--- src/rtl/gsnm_pkg.sv ---
// Package for the grid strip nonadjacent max sum block.
// Holds types, constants and elaboration-time pattern helpers; no dependencies.
package gsnm_pkg;

    localparam int CELL_W      = 32;
    localparam int TOT_W       = 64;
    localparam int SUM_W       = 36;
    localparam int CELL_FIELDS = 8;
    localparam int MAX_PAT     = 144;

    typedef logic signed [CELL_W-1:0] t_cell;
    typedef logic signed [TOT_W-1:0]  t_total;
    typedef logic signed [SUM_W-1:0]  t_sum;

    localparam t_total TOT_MIN       = 64'sh8000000000000000;
    localparam t_total TOT_MAX       = 64'sh7FFFFFFFFFFFFFFF;
    localparam t_cell  LARGEST_RESET = -32'sd1000000000;

    typedef struct packed {
        logic load_sum;
        logic clr_best;
        logic sweep;
        logic rotate;
        logic update;
        logic first;
    } t_lane_ctl;

    typedef struct packed {
        logic clr;
        logic step;
    } t_merge_ctl;

    // number of row patterns with no two adjacent rows set
    function automatic int pat_count(input int rows);
        int n;
        n = 0;
        for (int m = 0; m < (1 << rows); m++)
            if ((m & (m >> 1)) == 0) n++;
        return n;
    endfunction

    // code of the k-th valid pattern in ascending order
    function automatic int pat_at(input int rows, input int k);
        int idx;
        int code;
        idx  = 0;
        code = 0;
        for (int m = 0; m < (1 << rows); m++) begin
            if ((m & (m >> 1)) == 0) begin
                if (idx == k) code = m;
                idx++;
            end
        end
        return code;
    endfunction

    // bit k set when the k-th valid pattern shares no row with mask
    function automatic logic [MAX_PAT-1:0] compat_vec(input int rows, input int mask);
        logic [MAX_PAT-1:0] v;
        int idx;
        v   = '0;
        idx = 0;
        for (int m = 0; m < (1 << rows); m++) begin
            if ((m & (m >> 1)) == 0) begin
                v[idx] = ((m & mask) == 0);
                idx++;
            end
        end
        return v;
    endfunction

endpackage

--- src/rtl/gsnm_lane.sv ---
// One lane: the running total of one row pattern and its best compatible predecessor.
// Depends on gsnm_pkg.
module gsnm_lane #(
    parameter int ROWS = 8,
    parameter int NPAT = 55,
    parameter int MASK = 0
) (
    input  logic                              i_clk,
    input  gsnm_pkg::t_lane_ctl               i_ctl,
    input  gsnm_pkg::t_cell                   i_cells [ROWS],
    input  logic [$clog2(NPAT)-1:0]           i_k,
    input  gsnm_pkg::t_total                  i_head,
    input  gsnm_pkg::t_total                  i_ring,
    output gsnm_pkg::t_total                  o_tot
);
    import gsnm_pkg::*;

    localparam logic [MAX_PAT-1:0] COMPAT = compat_vec(ROWS, MASK);
    localparam logic [ROWS-1:0]    MASK_V = ROWS'(MASK);

    t_sum   r_sum, n_sum;
    t_total r_best;
    t_total r_tot, n_tot;
    t_total w_base;
    logic signed [TOT_W:0] w_wide;

    always_comb begin
        n_sum = '0;
        for (int r = 0; r < ROWS; r++)
            if (MASK_V[r]) n_sum = n_sum + SUM_W'(i_cells[r]);
    end

    always_comb begin
        w_base = i_ctl.first ? '0 : r_best;
        w_wide = {w_base[TOT_W-1], w_base} + (TOT_W+1)'(r_sum);
        if (w_wide[TOT_W] != w_wide[TOT_W-1])
            n_tot = w_wide[TOT_W] ? TOT_MIN : TOT_MAX;
        else
            n_tot = w_wide[TOT_W-1:0];
    end

    always_ff @(posedge i_clk) begin
        if (i_ctl.load_sum) r_sum <= n_sum;
        if (i_ctl.clr_best)
            r_best <= TOT_MIN;
        else if (i_ctl.sweep && COMPAT[i_k] && (i_head > r_best))
            r_best <= i_head;
        if (i_ctl.update)
            r_tot <= n_tot;
        else if (i_ctl.rotate)
            r_tot <= i_ring;
    end

    assign o_tot = r_tot;

endmodule

--- config.mk ---
export PLATFORM = sky130hd
export DESIGN_NAME = gsnm_lane
export DESIGN_NICKNAME = d
export VERILOG_FILES = /design/src/rtl/gsnm_pkg.sv /design/src/rtl/gsnm_lane.sv
export SDC_FILE = /design/constraint.sdc
export NUM_CORES = 1
export LEC_CHECK = 0
export BUFFER_PORTS_ARGS = -buffer_cell sky130_fd_sc_hd__buf_4
export CAP_MARGIN = 0
export CORE_AREA = 3 3 179 181
export DETAILED_ROUTE_END_ITERATION = 10
export DIE_AREA = 0 0 182 184
export GPL_TIMING_DRIVEN = 0
export HOLD_SLACK_MARGIN = 0.06
export PLACE_DENSITY = 0.6
export RECOVER_POWER = 100
export SYNTH_ARGS = -nofsm -noshare
export SYNTH_HDL_FRONTEND = slang
export SYNTH_SLANG_ARGS = --single-unit
--- constraint.sdc ---
create_clock -name i_clk -period 4.4 [get_ports i_clk]
set_input_delay 0.44 -clock i_clk [delete_from_list [all_inputs] [get_ports i_clk]]
set_output_delay 0.44 -clock i_clk [all_outputs]
set_load 0.03 [all_outputs]
Word level (Yosys, flattened, before mapping)
Memory sizes are Yosys's and may differ from the RTL's.
Cells that the tools add are included.

storage, ports and cells
  memory bits (read-only) = 64
  memories kept = 1
  word-level logic and storage cells = 12
  register bits = 128
  input bits = 397

memory list
  memory            depth  width  rd ports  clocked after memory_dff  write ports  RTL line         source
  (name not given)  64     1      1         0                         0            gsnm_lane.sv:46  else if (i_ctl.sweep && COMPAT[i_k] && (i_head > r_best))

operators by class
  reduce and logical (&&, ||, !) cells = 3
  mux-type cells = 4
  $lt $le $gt $ge = 2

operator list
  kind                                                                          count
  64-bit 2-to-1 mux                                                             3
  64-bit greater-than comparator                                                1
  6-bit by 9-bit less-than comparator with 1-bit output, second input constant  1
  1-bit logical AND                                                             2
  2-bit nonzero test                                                            1
  1-bit 2-to-1 mux                                                              1

Longest topological paths before layout
  depth after elaboration = 4
  depth in mapped cells = 12
  gate-level depth less buffers = 10

Least setup slack after synthesis
Ideal clock, no wire load.

  path kind = input -> register
  start = input port i_head[51]
  end = register r_best[10]
  buffers on the path = 2
  setup time = 0.072 ns
  stages on the path = 11
  required time = 4.328 ns
  arrival = 2.562 ns
  setup slack = 1.766 ns
  cells stage by stage = ha_1 -> nand4_1 -> nor4_2 -> nor4b_2 -> and4_1 -> a21oi_1 -> nand2_1 -> mux2i_1 -> buf_6 -> buf_12 -> mux2i_1

on the way
  word-level cells in the longest chain between the ends = 2

ends and longest elaborated chain
  item                            RTL line         source
  start, declared                 gsnm_lane.sv:12  input gsnm_pkg::t_total i_head,
  64-bit greater-than comparator  gsnm_lane.sv:46
  1-bit logical AND               gsnm_lane.sv:46
  end signal, assigned            gsnm_lane.sv:47  r_best <= i_head;
  end, declared                   gsnm_lane.sv:22  t_total r_best;

Every way passes these cells.
A chain may end at the register's enable or synchronous reset.

Worst setup path after layout
  start = register r_best[51]
  end = register r_best[38]

on the way
  word-level cells in the longest chain between the ends = 2

ends and longest elaborated chain
  item                            RTL line
  64-bit greater-than comparator  gsnm_lane.sv:46
  1-bit logical AND               gsnm_lane.sv:46

Every way passes these cells.

==> reports/qor.txt <==
Total GRT Usage -> 0.132
Slew headroom -> -0.131
CTS-repair resized insts -> 0
Post-Syn Nets -> 1246
largest net degree at the start of global routing -> 45
Seq pwr share -> 0.395
combinational share of power -> 0.228
Post-DRT Antenna Nets -> 0
Max Fanout on Critical Path -> 10
Final #Nets -> 1467
Setup TNS -> 0 ps
number of setup violations in the final report -> 0
sequential area share after synthesis -> 0.421
Die H -> 184 um
power per cell area -> 370 mW/mm2
Post-Synthesis Cells -> 785
detailed placer's ending HPWL -> 17300 um
cell mode on critical path -> mux2i_1
Hold Crit Class -> primary input to flip-flop
core area -> 0.0306 mm2
Clock Latency Late Sink -> 420 ps
Pleak -> 0.00403 uW
drt pass-1 iters -> 4
most frequent cells in the layout -> 137 x buf_4, 128 x inv_1, 128 x nand2b_1, 99 x clkbuf_1, 69 x o21ai_0
hold_buf cts -> 0
fin crit period -> 3530 ps
# IOs -> 461
Pint -> 2560 uW
Distinct cells, synth -> 38
area delta synth->final -> 30.9%
DR vias/cell -> 4.34
clock tree root driver cell -> clkbuf_16
Clock power frac -> 0.377
register area -> 0.00320 mm2
htree depth -> 4
Multi-input gate area -> 0.00365 mm2
worst path cell trace -> inv_1 > ha_1 > nand4_1 > nor4_1 > nor4b_1 > and4_1 > a21oi_1 > nand2_1 > mux2i_1 > buf_6 > buf_12 > mux2i_1
GRT Residual Overflow -> 0
status -> finished with violations
Die Wd -> 182 um
final cycle utilization of the critical path -> 0.802
initial antenna violation count -> 5
Mean Syn Cell Area -> 9.69 um2
first-pass GRT wire length -> 34400 um
final hold vios -> 0
peak supply drop -> 0.000227 V
Starting Density -> 0.249
Setup Fix Bufs, Post-CTS -> 0
fraction of layout cells with a size suffix above 1 -> 0.177
Rows -> 64
clk sinks -> 128
TritonCTS clock tree -> done
TritonCTS buffer count -> 17
CTS clk-pin slew, worst paths -> 60 ps
Clock Path Buffers -> 2
final WL -> 22300 um
vias -> 6155
port bufs -> 201
Synth Warn # -> 0
crit-path max cell delay -> 610 ps
mapped cell area -> 0.00761 mm2
Design Power -> 3680 uW
Max Freq -> 0.283 GHz
DRC Markers -> 0
Max Cap Viol -> 1
vias in the first global route -> 6154
Sw Pwr -> 1120 uW
commonest non-fill, non-tap cell in the layout -> buf_4
Routability Congestion -> 0.797
fin. max-slew vios -> 21
switching share of total power -> 0.304
full die area -> 0.0335 mm2
Setup crit end kind -> flip-flop
Worst-Margin Slew -> 1700 ps
drt wl/cell -> 15.8 um
Slowest cell on crit path -> nor4b_1
clock skew -> 12.9 ps
Crit path required time -> 4740 ps
crit path DAT -> 3870 ps
# fillers -> 3254
Iter 0 DRT Violations -> 206
post-synthesis sequential element count -> 128
RSZ-0062 raised after global routing -> false
Setup CP Type -> flip-flop to flip-flop
violated checks -> max-capacitance violations, max-slew violations
crit start category -> flip-flop
## routing by layer
layer | global-route usage | share of wire | wire length, um | vias up
met5 | 0 | 0.0017 | 38 | -
met4 | 0.0268 | 0.011 | 241 | 6
met3 | 0.0526 | 0.094 | 2110 | 30
met2 | 0.199 | 0.42 | 9350 | 207
met1 | 0.180 | 0.47 | 10600 | 2810
li1 | - | - | - | 3102
## worst paths after layout
kind,slack (ps),cells past startpoint,end,startpoint
setup reg to reg,870,12,r_best[38]$_SDFFE_PP0P_,r_best[51]$_SDFFE_PP0P_
setup / recovery,870,12,r_best[38]$_SDFFE_PP0P_,r_best[51]$_SDFFE_PP0P_
hold reg to reg,490,2,r_best[18]$_SDFFE_PP0P_,r_best[18]$_SDFFE_PP0P_
hold / removal,290,3,r_best[63]$_SDFFE_PP1P_,i_head[63]
## worst max-delay path: cells and delay by family, from the launching register on
kind	cells	cell delay (ps)
flip-flops	1	380
AO/OA/AOI/OAI	1	90
adder cells (fa/ha/maj)	1	310
multiplexers	2	400
AND/OR/NAND/NOR	5	1770
buffers and inverters	3	490
## power groups by stage
stage / sequential (uW) / combinational, uW / clock (uW)
detailed placement: 1480 / 895 / 0
global route: 1470 / 935 / 1480
CTS: 1460 / 901 / 1430
floorplan: 1570 / 461 / 0
finish: 1460 / 839 / 1390
global placement: 1480 / 881 / 0
## through the flow
| stage | util | std cells | hold WS (ps) | setup WS, ps | area [um2] |
|---|---|---|---|---|---|
| floorplan | - | 785 | 462 | 1770 | 7610 |
| global placement | 0.314 | 1382 | 474 | 1040 | 9610 |
| detailed placement | 0.315 | 1383 | 481 | 1010 | 9640 |
| CTS | 0.334 | 1415 | 280 | 1140 | 10200 |
| global route | 0.326 | 1415 | 284 | 552 | 9960 |
| finish | 0.326 | 1417 | 290 | 871 | 9960 |
## synth_stat cells (all sizes together)
cell type | instances | share of area
mux2i | 65 | 0.086
a221o | 4 | 0.0053
o211ai | 1 | 0.00099
or2 | 1 | 0.00082
a21oi | 26 | 0.018
nand2 | 16 | 0.0079
o21ai | 70 | 0.046
a221oi | 1 | 0.0012
nand4 | 11 | 0.0090
and2 | 1 | 0.0012
a31o | 1 | 0.0012
buf | 9 | 0.018
nor4 | 2 | 0.0025
clkbuf | 32 | 0.016
inv | 128 | 0.063
a21o | 7 | 0.0069
a31oi | 2 | 0.0016
a211oi | 2 | 0.0020
nor2b | 1 | 0.00082
or3 | 2 | 0.0023
dfxtp | 64 | 0.17
edfxtp | 64 | 0.25
nand3b | 64 | 0.063
or4b | 1 | 0.0013
nand3 | 8 | 0.0053
nor3 | 1 | 0.00066
ha | 64 | 0.11
nor2 | 5 | 0.0025
and4 | 3 | 0.0038
nand2b | 128 | 0.11
nor4b | 1 | 0.0020
## sequential cells by signal (all words and copies together) (netlist names)
register	cells
o_tot	64
r_best	64
## area by class of cell
class / count / share of cell area
diodes: 2 / 0.000502
plain buffers: 41 / 0.0260
clock buffers: 20 / 0.0458
clock inverters: 12 / 0.0113
inverters: 128 / 0.0482
multi-input cells: 488 / 0.367
flip-flops and latches: 128 / 0.322
well taps: 396 / 0.0497
repair buffers: 202 / 0.130
## cell families (layout without fill, tap and decap cells)
family / after synthesis / after routing / synth area share
compound gates: 114 / 114 / 0.0827
fa+ha+maj: 64 / 64 / 0.105
buf+inv: 169 / 403 / 0.0972
flops: 128 / 128 / 0.421
mux: 65 / 65 / 0.0855
other cells: 0 / 2 / 0
simple gates: 245 / 245 / 0.208
Note: power is estimated with default switching activity, not from simulation.
