File: src/rtl/gsnm_pkg.sv
// Package for the grid strip nonadjacent max sum block.
// Holds types, constants and elaboration-time pattern helpers; no dependencies.
package gsnm_pkg;

    localparam int CELL_W      = 32;
    localparam int TOT_W       = 64;
    localparam int SUM_W       = 36;
    localparam int CELL_FIELDS = 8;
    localparam int MAX_PAT     = 144;

    typedef logic signed [CELL_W-1:0] t_cell;
    typedef logic signed [TOT_W-1:0]  t_total;
    typedef logic signed [SUM_W-1:0]  t_sum;

    localparam t_total TOT_MIN       = 64'sh8000000000000000;
    localparam t_total TOT_MAX       = 64'sh7FFFFFFFFFFFFFFF;
    localparam t_cell  LARGEST_RESET = -32'sd1000000000;

    typedef struct packed {
        logic load_sum;
        logic clr_best;
        logic sweep;
        logic rotate;
        logic update;
        logic first;
    } t_lane_ctl;

    typedef struct packed {
        logic clr;
        logic step;
    } t_merge_ctl;

    // number of row patterns with no two adjacent rows set
    function automatic int pat_count(input int rows);
        int n;
        n = 0;
        for (int m = 0; m < (1 << rows); m++)
            if ((m & (m >> 1)) == 0) n++;
        return n;
    endfunction

    // code of the k-th valid pattern in ascending order
    function automatic int pat_at(input int rows, input int k);
        int idx;
        int code;
        idx  = 0;
        code = 0;
        for (int m = 0; m < (1 << rows); m++) begin
            if ((m & (m >> 1)) == 0) begin
                if (idx == k) code = m;
                idx++;
            end
        end
        return code;
    endfunction

    // bit k set when the k-th valid pattern shares no row with mask
    function automatic logic [MAX_PAT-1:0] compat_vec(input int rows, input int mask);
        logic [MAX_PAT-1:0] v;
        int idx;
        v   = '0;
        idx = 0;
        for (int m = 0; m < (1 << rows); m++) begin
            if ((m & (m >> 1)) == 0) begin
                v[idx] = ((m & mask) == 0);
                idx++;
            end
        end
        return v;
    endfunction

endpackage

File: src/rtl/gsnm_merge.sv
// Merging stage: running maximum over the ring head and the all-negative fallback.
// Depends on gsnm_pkg.
module gsnm_merge (
    input  logic                 i_clk,
    input  gsnm_pkg::t_merge_ctl i_ctl,
    input  gsnm_pkg::t_total     i_head,
    input  gsnm_pkg::t_cell      i_largest,
    output gsnm_pkg::t_total     o_result
);
    import gsnm_pkg::*;

    t_total r_acc;

    always_ff @(posedge i_clk) begin
        if (i_ctl.clr)
            r_acc <= TOT_MIN;
        else if (i_ctl.step && (i_head > r_acc))
            r_acc <= i_head;
    end

    // an all-negative table yields its largest cell, or LARGEST_RESET if every cell lies below it
    assign o_result = (i_largest < 0) ? TOT_W'(i_largest) : r_acc;

endmodule

File: config.mk
export PLATFORM = sky130hd
export DESIGN_NAME = gsnm_merge
export DESIGN_NICKNAME = d
export VERILOG_FILES = /design/src/rtl/gsnm_pkg.sv /design/src/rtl/gsnm_merge.sv
export SDC_FILE = /design/constraint.sdc
export NUM_CORES = 1
export LEC_CHECK = 0
export CORE_MARGIN = 2
export CORE_UTILIZATION = 45
export CTS_BUF_LIST = sky130_fd_sc_hd__clkbuf_2 sky130_fd_sc_hd__clkbuf_4 sky130_fd_sc_hd__clkbuf_8
export DETAILED_ROUTE_END_ITERATION = 10
export DONT_BUFFER_PORTS = 1
export PLACE_DENSITY = 0.64
export SYNTH_ARGS = -nofsm -noshare
export SYNTH_HDL_FRONTEND = slang
export SYNTH_SLANG_ARGS = --single-unit
File: constraint.sdc
create_clock -name i_clk -period 3.43 [get_ports i_clk]
set_input_delay 1.029 -clock i_clk [delete_from_list [all_inputs] [get_ports i_clk]]
set_output_delay 1.029 -clock i_clk [all_outputs]
set_load 0.05 [all_outputs]
# Word level (Yosys, flattened, before mapping)
# Cells that the tools add are included.
dict set report word_totals {
  register_bits 64
  input_bits 99
  out_inout_bits 64
  word_cells 5
}
dict set report classes {
  n_lt_le_gt_ge 2
  muxes 1
  reduce_logical 1
}
# op n
set op_table {}
lappend op_table {{64-bit > comparator} 1}
lappend op_table {{64-bit 2-to-1 mux} 1}
lappend op_table {{32-bit by 1-bit less-than comparator with 1-bit output, second input constant} 1}
lappend op_table {{1-bit logical AND} 1}

# Depth between registers and ports, before layout
# Gate-level depths: netlist of run 1.
dict set report depth {
  ltp_word 2
  ltp_mapped 12
}

# Least setup slack after synthesis of run 1
# No wires, ideal clock.
dict set report synth_timing {
  path_type {input to output}
  from {in i_largest[31]}
  to {out o_result[10]}
  arrival_ns 2.471
  slack_ns -0.070
  cell_stages 3
  cell_sequence {clkbuf_1 clkbuf_1 o21ai_0}
}
dict set report synth_between {
  elab_chain_len 2
}
# element line_no
set synth_lines {}
lappend synth_lines {{start: declaration} gsnm_merge.sv:7} ;# input gsnm_pkg::t_cell i_largest,
lappend synth_lines {{32-bit by 1-bit less-than comparator with 1-bit output} gsnm_merge.sv:22} ;# assign o_result = (i_largest < 0) ? TOT_W'(i_largest) : r_acc;
lappend synth_lines {{64-bit 2-to-1 mux} gsnm_merge.sv:22}
lappend synth_lines {{end: declaration} gsnm_merge.sv:8} ;# output gsnm_pkg::t_total o_result
# Every way passes these cells.

# Final worst setup path of run 1
dict set report layout_timing {
  from {in i_head[30]}
  to {reg r_acc[32]}
}
dict set report layout_between {
  elab_chain_len 2
}
# element line_no
set layout_lines {}
lappend layout_lines {{start: declaration} gsnm_merge.sv:6} ;# input gsnm_pkg::t_total i_head,
lappend layout_lines {{64-bit > comparator} gsnm_merge.sv:17} ;# else if (i_ctl.step && (i_head > r_acc))
lappend layout_lines {{1-bit logical AND} gsnm_merge.sv:17}
lappend layout_lines {{end signal: assignment} gsnm_merge.sv:18} ;# r_acc <= i_head;
lappend layout_lines {{end: declaration} gsnm_merge.sv:12} ;# t_total r_acc;
# Every way passes these cells.
# A chain may end at the register's enable or synchronous reset.

==> flow_summary.yaml, run 1 <==
detailed_routing:
  drt_wl_total_mm: 11.1
  num_vias: 4081
  drtAntennaViolNets: 0
  firstDrtPassIters: 4
  via_per_inst: 5.24
  drt_first_iter_violations: 182
  avgRoutedWirePerCell_um: 14.3
  drt_drc_violations_left: 0
yosys:
  synth_ff_type: "dfxtp_1"
  synth_cell_types: 37
  ys_ff_latch: 64
  ys_seq_area_share_pct: 24.9
  avgSynthCellArea_um2: 8.45
  netlist_instances: 609
  synth_edf_count: 0
  yosysTopAreaCellShare_pct: 24.9
  synth_area_leaders: "dfxtp_1 (25%), ha_1 (16%), mux2i_1 (13%)"
  yosysWarnings: 0
  synthTopCellsByCount: "inv_1 (66), nand2b_1 (66), mux2i_1 (65), dfxtp_1 (64), ha_1 (64)"
  syn-cell-area_um2: 5140
  synth_largest_area_cell: "dfxtp_1"
  syn-num-nets: 772
  synthArstFlopShare_pct: 0
timing:
  worst_slew_pin_slew_ns: 0.433
  drv_slew: 0
  setup_viol: 0
  max_freq_ghz: 0.306
  clock_skew_ns: 0.00817
  min_period_ns: 3.26
  rsz0062_at_grt: "false"
  post-route-period-util_pct: 95.2
  hold_viol_final: 0
  max_slew_margin_pct: 70.8
setup_path:
  end_kind: "flip-flop"
  worstPathRequired_ns: 3.70
  worst_path_max_delay_cell: "a2111oi_2"
  arrival_ns: 3.53
  cp_slowest_stage_delay_ns: 0.39
  crit_type: "in2reg"
  cp-start-kind: "primary input"
  path_cells: "ha_1 > a21oi_2 > nand2_1 > a221o_1 > a2111oi_2 > o31ai_1 > a21boi_2 > mux2i_4 > buf_12 > mux2i_1"
  worst-path-max-fanout: 34
clock_tree:
  cts_sinks: 64
  clockBufferDepth: 2
  htreeDepth: 3
  cts_tree: "yes"
  clkLatencyLatePin_ns: 0.35
  cts.clk_slew.worst_paths_ns: 0.07
  cts_made_buffers: 9
  cts_root_buffer: "clkbuf_8"
  ctsHoldBuffers: 0
floorplan:
  io_pins: 163
  die_height_um: 111
  num_rows: 39
  die_width_um: 111
  start_util_pct: 45.6
  design.die.area_um2: 12300
  core_area_um2: 11300
global_route:
  grt_pass1_vias: 4059
  antenna_found_initial: 0
  grt_pass1_wl_mm: 18.7
  grt_usage_pct: 18.5
  gr-total-overflow: 0
  grt_max_degree: 129
placement:
  dp.cells: 765
  place.port_buffers: 0
  placedInstanceArea_um2: 5460
  gp_congestion: 0.766
  dp_hpwl_mm: 8.32
finish:
  n_antenna_cell: 0
  fin_area_um2: 5650
  fin_cells: 779
  drive_gt1_share_pct: 15.1
  nets: 796
  synthToLayoutAreaGrowth_pct: 9.78
  largest_register_ffs: 64
  top_register: "r_acc"
  top_regs: "r_acc (64)"
power_and_ir_drop:
  ir_worst_vdd_mv: 0.208
  power_density_nw_per_um2: 449
  p_leak_nw: 2.33
job:
  cap_viol_max_count: 0
outcome:
  outcome: "finished clean"
hold_path:
  hold_class: "reg2reg"
[routing by layer]
metal / GRT usage, % / share of wire [%]
met1: 23.1 / 44
met2: 29.6 / 46
met3: 6.07 / 8.3
met5: 0 / 0
met4: 7.08 / 1.7
[cells by family after synthesis]
kind of cell | Yosys count | share of synthesized area (%)
multiplexers | 66 | 12.9
AO/OA/AOI/OAI | 80 | 9.19
AND/OR/NAND/NOR | 238 | 28.2
flip-flops | 64 | 24.9
adder cells (fa/ha/maj) | 64 | 15.6
buffers and inverters | 97 | 9.24
[layout by cell type, fill, tap and decap left out, types with 22 or more instances in the layout]
cell type | synthesis | final
buf_4 | 0 | 42
a21oi_1 | 22 | 22
o21ai_1 | 5 | 31
mux2i_1 | 65 | 64
or2b_1 | 61 | 61
nand2b_1 | 66 | 66
ha_1 | 64 | 64
nand2_1 | 42 | 42
or2_2 | 33 | 33
inv_1 | 66 | 66
dfxtp_1 | 64 | 64
[stage by stage]
step	total power, mW	util [%]	setup slack, ns	setup TNS [ns]	hold WS (ns)
final	2.53	50.1	0.166	0	0.489
after global placement	1.91	48.5	-0.240	-14.26	0.472
after detailed placement	1.93	48.5	-0.304	-15.40	0.485
after floorplan	1.79	-	-0.0696	-2.09	0.457
after global routing	2.69	50.1	0.0657	0	0.514
after CTS	2.57	50.1	0.0661	0	0.492
[where the power goes]
part / internal, mW / leakage (nW) / total, mW / switching (mW)
sequential: 0.835 / 0.524 / 0.888 / 0.0522
clock: 0.331 / 0.0955 / 0.623 / 0.292
combinational: 0.407 / 1.71 / 1.02 / 0.618
total: 1.57 / 2.33 / 2.53 / 0.962
[area by class of cell]
type / instances / area [um^2]
clock buffers: 14 / 180
fillers: 1098 / 5620
inverters: 66 / 248
multi-input cells: 448 / 3400
flip-flops and latches: 64 / 1280
well taps: 143 / 179
repair buffers: 44 / 355
[final timing paths]
check,from,end,slack (ns),cells after the start
worst max register to register,r_acc[30]$_SDFFE_PP0P_,r_acc[32]$_SDFFE_PP0P_,0.46,11
worst max-delay path,i_head[30],r_acc[32]$_SDFFE_PP0P_,0.17,10
worst min-delay path,r_acc[50]$_SDFFE_PP0P_,r_acc[50]$_SDFFE_PP0P_,0.49,2
worst min register to register,r_acc[50]$_SDFFE_PP0P_,r_acc[50]$_SDFFE_PP0P_,0.49,2
[critical path: cells and delay by family]
kind	cells	cell delay, ns
mux	2	0.58
buf+inv	1	0.28
compound gates	5	1.24
fa+ha+maj	1	0.31
simple gates	1	0.06
[repair_timing]
item | in CTS | in global routing
buffers inserted | 0 | 0
gates resized for setup | 0 | 1
endpoints found under the setup margin | 0 | 10
Note: power is estimated with default switching activity, not from simulation.
==> run 2, diff against run 1 <==
BUFFER_PORTS_ARGS = -buffer_cell sky130_fd_sc_hd__buf_4   (was unset)
CORE_ASPECT_RATIO = 1.5   (was unset)
CTS_CLUSTER_DIAMETER = 150   (was unset)
DONT_BUFFER_PORTS = unset   (was 1)
PLACE_DENSITY = 0.77   (was 0.64)
==> flow_summary.yaml, run 2 (same netlist as run 1, synthesis figures left out) <==
floorplan:
  io_pins: 163
  die_width_um: 91.3
  die_height_um: 135
  num_rows: 47
  start_util_pct: 46.3
  design.die.area_um2: 12300
  core_area_um2: 11100
timing:
  hold_slack_ns: 0.503
  rsz0062_at_grt: "true"
  fin_setup_tns_ns: 0
  drv_slew: 0
  setup_viol: 0
  post-route-period-util_pct: 97.4
  max_slew_margin_pct: 36.8
  finalWorstSetupSlack_ns: 0.0883
  worst_slew_pin_slew_ns: 0.947
  min_period_ns: 3.34
  max_freq_ghz: 0.299
  clock_skew_ns: 0.00723
  hold_viol_final: 0
global_route:
  antenna_found_initial: 0
  grt_usage_pct: 20.4
  grt_max_degree: 129
  gr-total-overflow: 0
  grt_pass1_vias: 4779
  grt_pass1_wl_mm: 20.8
finish:
  largest_register_ffs: 64
  fillers: 963
  top_regs: "r_acc (64)"
  n_antenna_cell: 0
  fin_area_um2: 6860
  mostFrequentLayoutCells: "buf_4 (187), nand2b_1 (66), inv_1 (66)"
  fin_cells: 933
  utilization_pct: 61.7
  top_register: "r_acc"
  synthToLayoutAreaGrowth_pct: 33.4
  nets: 944
  final_common_cell: "buf_4"
  drive_gt1_share_pct: 31.7
placement:
  pre_cts_slack_ns: -0.452
  placedInstanceArea_um2: 6550
  place.port_buffers: 162
  gp_congestion: 0.860
  dp.cells: 913
  dp_hpwl_mm: 9.58
setup_path:
  worstPathRequired_ns: 3.69
  crit_type: "in2reg"
  path_cells: "buf_4 > ha_1 > a21oi_2 > nand2_1 > a221o_1 > a2111oi_4 > o31ai_1 > a21boi_2 > mux2i_4 > buf_4 > buf_12 > mux2i_1"
  cp-start-kind: "primary input"
  worst_path_max_delay_cell: "a221o_1"
  crit_path_frequent_cell: "buf_4"
  arrival_ns: 3.60
  crit_path_start: "i_head[30]"
  end_kind: "flip-flop"
  path_delay_family: "compound AO/OA/AOI/OAI gates"
  worst-path-max-fanout: 11
  critPathBufInv: 3
  cp_slowest_stage_delay_ns: 0.39
  timing.rr.start: "r_acc[30]$_SDFFE_PP0P_"
power_and_ir_drop:
  p_leak_nw: 3.07
  ir_worst_vdd_mv: 0.205
  power_density_nw_per_um2: 416
  power_mw: 2.86
detailed_routing:
  avgRoutedWirePerCell_um: 13.6
  drt_drc_violations_left: 0
  wl_met1_mm: 5.18
  top_layer: "met4"
  dr_wl_met3_um: 702
  via_per_inst: 5.00
  drt_wl_total_mm: 12.7
  firstDrtPassIters: 4
  drt_first_iter_violations: 93
  drtAntennaViolNets: 0
  num_vias: 4667
  route.met2.wl_mm: 6.47
clock_tree:
  clkLatencyLatePin_ns: 0.34
  ctsHoldBuffers: 0
  cts_root_buffer: "clkbuf_8"
  htreeDepth: 3
  clockBufferDepth: 2
  cts_tree: "yes"
  cts_made_buffers: 9
  cts.clk_slew.worst_paths_ns: 0.07
  cts_sinks: 64
hold_path:
  min-delay-start: "r_acc[52]$_SDFFE_PP0P_"
  hold_class: "reg2reg"
outcome:
  outcome: "finished clean"
job:
  cap_viol_max_count: 0
[run 2: area by class of cell]
class	instances	area [um^2]	share of cell area [%]
Clock buffer	13	166	2.43
Clock inverter	3	40.0	0.584
Inverter	66	248	3.61
Multi-Input combinational cell	448	3430	50.0
Sequential cell	64	1280	18.7
Tap cell	147	184	2.68
Timing Repair Buffer	192	1510	22.0
[run 2: report_power, final]
group	internal, mW	switching [mW]
clock network	0.390	0.289
registers	0.836	0.0542
logic	0.571	0.717
total	1.80	1.06
[run 2: what timing repair did]
action | CTS | global route
hold endpoints to repair | 0 | 0
cloned | 0 | 2
endpoints found under the setup margin | 59 | 64
buffers inserted | 0 | 2
gates resized for setup | 3 | 4
pin swaps | 0 | 1
[run 2: path summary, 6_finish.rpt]
| check | endpoint | slack (ns) | depth (start not counted) |
|---|---|---|---|
| setup / recovery | r_acc[50]$_SDFFE_PP0P_ | 0.09 | 12 |
| hold / removal | r_acc[52]$_SDFFE_PP0P_ | 0.50 | 2 |
| setup reg to reg | r_acc[50]$_SDFFE_PP0P_ | 0.52 | 12 |
| hold reg to reg | r_acc[52]$_SDFFE_PP0P_ | 0.50 | 2 |
[run 2: metal layers]
layer,GRT usage [%],up-vias
met2,38.1,137
met3,3.68,27
met1,22.3,2138
met4,8.92,0
met5,0,-
li1,-,2365
[run 2: tightest hold or removal path: stages, from the launching register on]
cell and delay (ns):
dfxtp_1 0.33, nand2b_1 0.07, mux2i_1 0.06
==> run 3, diff against run 2 <==
ABC_AREA = 1   (was unset)
CORE_MARGIN = unset   (was 2)
==> flow_summary.yaml, run 3 <==
timing:
  fin_setup_tns_ns: 0
  drv_slew: 0
  clock_skew_ns: 0.0131
  max_slew_margin_pct: 52.2
  hold_viol_final: 0
  max_freq_ghz: 0.320
  post-route-period-util_pct: 91.0
  min_period_ns: 3.12
  setup_viol: 0
  rsz0062_at_grt: "false"
  worst_slew_pin_slew_ns: 0.717
setup_path:
  timing.rr.start: "r_acc[47]$_SDFFE_PP0P_"
  worst_path_max_delay_cell: "nor2_4"
  end_kind: "flip-flop"
  cp-start-kind: "primary input"
  worst-path-max-fanout: 27
  cp_slowest_stage_delay_ns: 0.56
  r2r_slack_ns: 0.71
  crit_path_start: "i_head[47]"
  worstPathRequired_ns: 3.72
  path_cells: "buf_4 > ha_1 > nand2_1 > nor3_1 > nand3b_1 > nor3_2 > nand2_1 > nand3_2 > nand2_1 > nor2_4 > buf_4 > nor2_1 > nor2_1"
  arrival_ns: 3.41
  r2r-end: "r_acc[28]$_SDFFE_PP0P_"
  crit_path_frequent_cell: "nand2_1"
  crit_type: "in2reg"
  ff2ff_path_depth: 13
hold_path:
  hold_depth: 2
  min-delay-start: "r_acc[31]$_SDFFE_PP0P_"
  hold_class: "reg2reg"
  hold_end: "r_acc[31]$_SDFFE_PP0P_"
outcome:
  outcome: "finished clean"
global_route:
  grt_pass1_vias: 4721
  gr-total-overflow: 0
  grt_max_degree: 65
  grt_usage_pct: 22.9
  grt_pass1_wl_mm: 20.7
  antenna_found_initial: 0
yosys:
  synth_area_leaders: "dfxtp_1 (26%), ha_1 (16%), nand2_1 (15%)"
  avgSynthCellArea_um2: 6.21
  syn-cell-area_um2: 4980
  yosysWarnings: 0
  syn-num-nets: 965
  synth_edf_count: 0
  ys_ff_latch: 64
  synth_largest_area_cell: "dfxtp_1"
  synthArstFlopShare_pct: 0
  synth_most_common_cell: "nand2_1"
  synth_cell_types: 24
  synth_ff_type: "dfxtp_1"
  netlist_instances: 802
  ys_seq_area_share_pct: 25.7
  synthTopCellsByCount: "nand2_1 (193), nor2_1 (142), inv_1 (139), nand4_1 (69)"
  yosysTopAreaCellShare_pct: 25.7
finish:
  fin_area_um2: 6620
  top_register: "r_acc"
  largest_register_ffs: 64
  synthToLayoutAreaGrowth_pct: 33.0
  top_regs: "r_acc (64)"
  nets: 1118
  drive_gt1_share_pct: 21.7
  mostFrequentLayoutCells: "nand2_1 (192), buf_4 (179), nor2_1 (142)"
  n_antenna_cell: 0
  final_common_cell: "nand2_1"
power_and_ir_drop:
  combPwrFrac_pct: 53.9
  p_switching_mw: 1.67
  ir_worst_vdd_mv: 0.391
  power_density_nw_per_um2: 556
  internal_power_mw: 2.01
  switching_share_pct: 45.3
  p_leak_nw: 3.56
  clkPwrFrac_pct: 18.9
  pwr-share-seq_pct: 27.2
clock_tree:
  cts_root_buffer: "clkbuf_8"
  cts_tree: "yes"
  ctsHoldBuffers: 0
  post_cts_buffers: 0
  htreeDepth: 3
  cts_resized: 0
  clockBufferDepth: 2
  cts_sinks: 64
  clkLatencyLatePin_ns: 0.36
  cts_made_buffers: 9
  cts.clk_slew.worst_paths_ns: 0.07
job:
  cap_viol_max_count: 0
detailed_routing:
  drt_drc_violations_left: 0
  num_vias: 5383
  drt_first_iter_violations: 192
  firstDrtPassIters: 4
  via_per_inst: 4.88
  drtAntennaViolNets: 0
  drt_wl_total_mm: 13.2
  avgRoutedWirePerCell_um: 12.0
placement:
  placedInstanceArea_um2: 6410
  gp_congestion: 0.814
  dp_hpwl_mm: 9.62
  place.port_buffers: 162
floorplan:
  die_height_um: 131
  start_util_pct: 46.8
  io_pins: 163
  die_width_um: 87.9
  design.die.area_um2: 11500
  num_rows: 46
  core_area_um2: 10600
[run 3: changes by cell type after synthesis, moves of 6 or more]
cell / change
buf_2: +7
buf_1: +11
nand2b_1: -66
buf_12: -6
nand4_1: +58
or2_2: -33
a21oi_1: +9
inv_1: +73
nor2_1: +136
or2b_1: -61
mux2i_1: -65
nand2_1: +151
[run 3: routing by layer]
layer	GRT usage [%]	part of all wire (%)
met4	6.94	1.7
met2	42.6	51
met1	26.1	43
met5	0	0
met3	4.21	4.4
[run 3: worst max-delay path: cells and delay by family]
| family | cells | cell delay (ns) |
|---|---|---|
| simple gates | 10 | 1.70 |
| buf+inv | 2 | 0.39 |
| fa+ha+maj | 1 | 0.29 |
[run 3: logic make-up after synthesis]
logic type | count (synthesis) | share of synthesized area [%]
fa+ha+maj | 64 | 16.1
simple gates | 416 | 35.5
compound gates | 74 | 7.74
buf+inv | 184 | 14.9
flops | 64 | 25.7
[run 3: metrics by stage]
step / utilization (%) / cells / total power [mW] / hold WS (ns) / worst slack [ns]
floorplan: - / 802 / 2.45 / 0.451 / -0.0735
global placement: 60.2 / 1088 / 2.98 / 0.461 / -0.0261
detailed placement: 60.2 / 1088 / 3.01 / 0.471 / -0.0988
CTS: 62.2 / 1104 / 3.71 / 0.486 / 0.269
global route: 62.2 / 1104 / 3.98 / 0.500 / 0.0429
finish: 62.2 / 1104 / 3.68 / 0.484 / 0.308
[run 3: worst max path at each step]
| stage | to | slack [ns] | cells after the start |
|---|---|---|---|
| final | r_acc[28]$_SDFFE_PP0P_ | 0.31 | 13 |
| after global routing | r_acc[24]$_SDFFE_PP0P_ | 0.04 | 12 |
| after CTS | r_acc[28]$_SDFFE_PP0P_ | 0.27 | 13 |
| after detailed placement | r_acc[34]$_SDFFE_PP0P_ | -0.1 | 13 |
| after global placement | r_acc[26]$_SDFFE_PP0P_ | -0.03 | 14 |
| after floorplan | o_result[22] | -0.07 | 3 |
[run 3: power by group through the flow]
stage	combinational [mW]	clock, mW	sequential [mW]
after CTS	2.00	0.703	1.00
after global routing	2.22	0.735	1.02
final	1.99	0.695	1.00
after detailed placement	1.99	0	1.02
after global placement	1.97	0	1.01
after floorplan	1.45	0	0.999
[run 3: layout make-up]
class | instances | area, um^2
sequential | 64 | 1280
clock buffer | 14 | 174
inverter | 142 | 533
clock inverter | 2 | 37.5
fill | 1041 | 4020
multi-input combinational | 554 | 2970
timing repair buffer | 184 | 1440
tap | 144 | 180
